### config.mk
export PLATFORM = sky130hd
export DESIGN_NAME = gdnl_fifo
export DESIGN_NICKNAME = d
export VERILOG_FILES = /design/src/design/gaussian_diag_neg2_loglike_macros.svh /design/src/design/gdnl_pkg.sv /design/src/design/gdnl_fifo.sv
export SDC_FILE = /design/constraint.sdc
export NUM_CORES = 1
export LEC_CHECK = 0
export BUFFER_PORTS_ARGS = -buffer_cell sky130_fd_sc_hd__buf_4
export CAP_MARGIN = 20
export CORE_MARGIN = 2
export CORE_UTILIZATION = 45
export CTS_BUF_LIST = sky130_fd_sc_hd__clkbuf_4 sky130_fd_sc_hd__clkbuf_8
export CTS_CLUSTER_SIZE = 28
export DETAILED_ROUTE_END_ITERATION = 8
export PLACE_DENSITY = 0.65
export SETUP_SLACK_MARGIN = 0.05
export SYNTH_ARGS = -nofsm -noshare
export SYNTH_HDL_FRONTEND = slang
export SYNTH_SLANG_ARGS = --single-unit
### constraint.sdc
create_clock -name clock -period 9.26 [get_ports clock]
set_input_delay 0 -clock clock [delete_from_list [all_inputs] [get_ports clock]]
set_output_delay 0 -clock clock [all_outputs]
set_load 0.03 [all_outputs]
### src/design/gaussian_diag_neg2_loglike_macros.svh
// Assertion macros shared by the gaussian_diag_neg2_loglike block
`ifndef GAUSSIAN_DIAG_NEG2_LOGLIKE_MACROS_SVH
`define GAUSSIAN_DIAG_NEG2_LOGLIKE_MACROS_SVH
`ifndef ASSERT_OFF
`define GDNL_ASSERT_IMPLY(lbl, clk, rst, ante, cons) \
   lbl: assert property (@(posedge clk) disable iff (rst) (ante) |-> (cons)) \
      else $error("gdnl: implication check failed");
`define GDNL_ASSERT_NEXT(lbl, clk, rst, ante, cons) \
   lbl: assert property (@(posedge clk) disable iff (rst) (ante) |=> (cons)) \
      else $error("gdnl: next-cycle check failed");
`else
`define GDNL_ASSERT_IMPLY(lbl, clk, rst, ante, cons)
`define GDNL_ASSERT_NEXT(lbl, clk, rst, ante, cons)
`endif
`endif

### src/design/gdnl_pkg.sv
// Shared types, constants and helpers of the Gaussian -2 ln L block
package gdnl_pkg;

   localparam int FRAC_BITS_DEFAULT = 16;
   // power of two: queue pointers wrap naturally
   localparam int QUEUE_DEPTH = 4;
   localparam int QUEUE_PTR_W = $clog2(QUEUE_DEPTH);
   localparam int CSR_INDEX_WIDTH = 8;
   localparam int CSR_DATA_WIDTH = 16;

   localparam logic [CSR_INDEX_WIDTH-1:0] CSR_WEIGHTED_MEAN_MODE = 8'd0;
   localparam logic [CSR_INDEX_WIDTH-1:0] CSR_POINT_COUNT = 8'd1;

   localparam logic [63:0] LN2_Q64 = 64'hB17217F7D1CF79AC;
   localparam logic [32:0] LN2PI_Q32 = 33'd7893621894;
   localparam logic signed [63:0] SUM_MAX = 64'sh7FFF_FFFF_FFFF_FFFF;
   localparam logic signed [63:0] SUM_MIN = 64'sh8000_0000_0000_0000;

   typedef struct packed {
      logic signed [31:0] observed;
      logic signed [31:0] model_value;
      logic [30:0]        std_dev;
      logic               last_point;
   } req_payload_type;

   typedef struct packed {
      logic signed [63:0] neg_two_log_like;
      logic               error_flag;
   } rsp_payload_type;

   // one classified point handed from front to back
   typedef struct packed {
      logic [63:0]        chi_term;
      logic signed [63:0] log_term;
      logic [63:0]        weight;
      logic signed [63:0] res_weight;
      logic               zero_dev;
      logic               div_err;
      logic               last;
   } entry_type;

   typedef struct packed {
      logic                 full;
      logic                 empty;
      logic [QUEUE_PTR_W:0] count;
   } queue_status_type;

   typedef struct packed {
      logic signed [63:0] sum;
      logic               ovf;
   } sat_result_type;

   typedef enum logic [2:0] {
      F_IDLE, F_SQ_S, F_SQ_R, F_DIV_GO, F_DIV_WAIT, F_WAIT_LOG, F_PUSH
   } front_state_type;

   typedef enum logic [1:0] {JOB_Q, JOB_W, JOB_RW} div_job_type;

   typedef enum logic [2:0] {
      LG_IDLE, LG_NORM, LG_SQ, LG_MAG, LG_MUL, LG_WAIT
   } log_state_type;

   typedef enum logic [3:0] {
      B_IDLE, B_ADD_Q, B_ADD_LN, B_CHECK, B_CMUL, B_CMUL_WAIT,
      B_CDIV, B_CDIV_WAIT, B_ADD_C, B_ADD_N, B_EMIT
   } back_state_type;

   function automatic sat_result_type sat_add(input logic signed [63:0] a,
                                              input logic signed [63:0] b);
      logic signed [64:0] wide;
      sat_result_type     res;
      wide = {a[63], a} + {b[63], b};
      res.ovf = wide[64] ^ wide[63];
      if (res.ovf) begin
         res.sum = b[63] ? SUM_MIN : SUM_MAX;
      end else begin
         res.sum = wide[63:0];
      end
      return res;
   endfunction

endpackage

### src/design/gdnl_fifo.sv
// Short queue of classified points between front and back
module gdnl_fifo (
   input  logic                       clock,
   input  logic                       reset,
   input  logic                       push,
   input  gdnl_pkg::entry_type        push_entry,
   input  logic                       pop,
   output gdnl_pkg::entry_type        head,
   output gdnl_pkg::queue_status_type status
);
   localparam int PW = gdnl_pkg::QUEUE_PTR_W;

   gdnl_pkg::entry_type mem_ff [gdnl_pkg::QUEUE_DEPTH];
   logic [PW-1:0] wr_ptr_ff, rd_ptr_ff;
   logic [PW:0]   count_ff;

   always_ff @(posedge clock) begin
      if (reset) begin
         wr_ptr_ff <= '0;
         rd_ptr_ff <= '0;
         count_ff <= '0;
      end else begin
         if (push) wr_ptr_ff <= wr_ptr_ff + 1'b1;
         if (pop) rd_ptr_ff <= rd_ptr_ff + 1'b1;
         if (push && !pop) count_ff <= count_ff + 1'b1;
         else if (pop && !push) count_ff <= count_ff - 1'b1;
      end
      if (push) begin
         mem_ff[wr_ptr_ff] <= push_entry;
      end
   end

   assign head = mem_ff[rd_ptr_ff];
   assign status.count = count_ff;
   assign status.empty = count_ff == '0;
   assign status.full = count_ff == (PW + 1)'(gdnl_pkg::QUEUE_DEPTH);
endmodule

==> run_results.csv <==
group,metric,value,unit
clocking,cts_root_buf,"clkbuf_8",
floorplanning,core_area,83420,um2
timing,fmax,259.2,MHz
critical_path,start_kind,"flip-flop",
finish,syn_to_final_growth,35.73,%
synth,syn_avg_cell_area,27.07,um2
timing,drv_slew,0,
critical_path,r2r_setup_slack,6230,ps
finish,layout_commonest_cell,"edfxtp_1",
worst_hold_path,hold_depth,5,
timing,slew_headroom,31.47,%
synth,synth_cell_type_count,20,
critical_path,crit_slowest_cell,"buf_4",
synth,synth_top_family_by_area,"multiplexers",
timing,grt_setup_unrepaired,"false",
synth,ys_warn_count,0,
clocking,cts_resized,0,
status,outcome,"complete, no violations",
floorplanning,die_x,293.9,um
synth,synthSimpleGateAreaFrac,0.1952,%
pwr,irDropWorstVdd,0.1612,mV
synth,async_flop_share,0,%
synth,yosys-top-cells-area,"edfxtp_1 82%, mux4_2 15%, buf_6 0.74%",
job,drv_cap,0,
synth,synthMuxAreaShare,15.48,%
drt,drc,0,
synth,synth_nets,1666,
critical_path,cp_cell_sequence,"buf_4 > buf_12 > mux4_2 > buf_4",
drt,vias,19180,
synth,ys_ff_latch,1045,
critical_path,path_common_cell,"buf_4",
synth,synth-compound-area-share,0.02647,%
global_route,track_usage,19.02,%
global_route,first_global_vias,21440,
global_route,grt_max_degree,153,
clocking,htree_levels,4,
critical_path,r2r-end,"mem_ff[0][71]",
finish,fillers,5683,
finish,multi_input_area,6073,um2
critical_path,worstPathArrival,3860,ps
clocking,path_clk_slew,60,ps
synth,synth_xor_area_share,0.1158,%
timing,fin_crit,3859,ps
synth,synth_fa_ha_area_share,0.2184,%
drt,dr.pass1.iters,5,
clocking,cts_tree,"built",
finish,register_area,31300,um2
floorplanning,fp.dieH,293.9,um
floorplanning,ios,527,
critical_path,cp_slowest_stage_delay,690,ps
synth,synth_ff_type,"edfxtp_1",
global_route,grt_overflow,0,
drt,wl_per_cell,21.57,um
timing,skew,24.14,ps
critical_path,path_class,"reg2out",
drt,ant_nets,0,
drt,drtIter0Drc,1189,
critical_path,reg2reg_from,"wr_ptr_ff[0]",
timing,finalSetupViolCount,0,
synth,synth_area,37810,um2
floorplanning,start_util,45.33,%
timing,setup-tns-final,0,ps
finish,nets,2845,
synth,synth.yosys.seq_area_share,82.75,%
critical_path,worstRegToRegCells,5,
finish,drive_above_1_share,39.58,%
clocking,ctsHoldBuffers,525,
pwr,fin_total_pwr,10.77,mW
clocking,clock_sinks,1045,
pwr,leakage,17.63,nW
synth,synth_edf_count,1036,
worst_hold_path,min_from,"pop",
floorplanning,fp-row-count,106,
clocking,cts_inserted_buffers,166,
critical_path,endpoint_kind,"output pin",
critical_path,crit_fanout,103,
drt,via_per_inst,5.070,
synth,synth.largest_area_cell,"edfxtp_1",
placement,gp_congestion,0.7538,
global_route,antenna_found_initial,9,
placement,io_buffers,526,
timing,tightest_slew,1028,ps
placement,post-place-ws,6093,ps
finish,final_cell_mix,"1,036 x edfxtp_1, 537 x buf_4, 525 x dlygate4sd3_1, 259 x mux4_2, 170 x clkbuf_8",
timing,hold_ws,140.9,ps
drt,wirelength,81.58,mm
finish,fin_util,61.52,%
floorplanning,fp.dieArea,86360,um2
critical_path,required,9260,ps
placement,dp_hpwl,45.26,mm
worst_hold_path,hold_path.class,"in2reg",
timing,finalCritPeriodShare,41.67,%
timing,fin_ws,5401,ps
global_route,grt_pass1_wl,123.3,mm
clocking,post_cts_buffers,0,
clocking,insertion_delay,830,ps
synth,syn_inst,1397,
synth,synth_top_area_share,82.28,%
timing,finalHoldViolCount,0,
pwr,powerDensity,209.8,nW/um2
clocking,clk_path_buf_depth,3,
-- cell families after synthesis --
family,Yosys count
xor gates and xnor gates,5
adders and majority gates,6
DFF,1045
and+or+nand+nor,15
buffers and inverters,63
muxes,261
AOI/OAI and AO/OA,2
-- synth_stat cells (2+ instances only) --
cell      count
dfxtp_1       9
mux4_2      259
xnor2_1       2
nor2_1        7
clkbuf_1      7
buf_6        25
edfxtp_1   1036
ha_1          5
mux2i_1       2
and2_1        4
inv_1         4
buf_2        27
xor2_1        3
-- final cells by class --
class / count / share of cell area (%)
flip-flops and latches: 1045 / 60.98
clock inverters: 58 / 0.6314
diodes: 7 / 0.03413
inverters: 4 / 0.02925
repair buffers: 1070 / 18.42
clock buffers: 230 / 5.437
multi-input cells: 289 / 11.83
well taps: 1080 / 2.633
-- state kept, by name, summed over array words and instances, names as in the netlist, named ones only --
name,cells
wr_ptr_ff,2
mem_ff,1036
rd_ptr_ff,2
count_ff,3
-- stage by stage --
stage	cells	instance area, um2
after CTS	3775	51280
after floorplan	1397	37810
after global routing	3782	51320
after global placement	2962	42910
after detailed placement	2962	42910
final	3783	51320
-- worst max path at each step --
stage / start / cells past startpoint / to / slack (ps)
after CTS: flip-flop / 4 / head[121] / 5150
final: flip-flop / 4 / head[121] / 5400
after global placement: flip-flop / 4 / head[109] / 6100
after global routing: flip-flop / 4 / head[41] / 5010
after detailed placement: flip-flop / 4 / head[121] / 6090
after floorplan: wr_ptr_ff[0] / 3 / mem_ff[0][0] / 2200
-- power breakdown --
part | switching (mW) | internal (mW) | total [mW] | leakage (nW)
clock network | 1.73 | 1.95 | 3.68 | 1.64
logic | 0.882 | 0.710 | 1.59 | 6.40
registers | 0.0539 | 5.44 | 5.50 | 9.59
-- routing by layer --
layer / up-vias / track usage, % / wire length (um) / share of wire (%)
met5: - / 0 / 22 / 0.027
met4: 4 / 7.442 / 2205 / 2.7
met3: 158 / 6.473 / 6346 / 7.8
met2: 615 / 32.22 / 42040 / 52
met1: 9921 / 22.43 / 30970 / 38
li1: 8480 / - / - / -
-- critical path, delay by kind of cell, from the launching register on --
kind	cells	cell delay [ps]
buffers and inverters	3	1490
flip-flops	1	670
multiplexers	1	650
No activity file was read; power rests on OpenSTA's default activity.
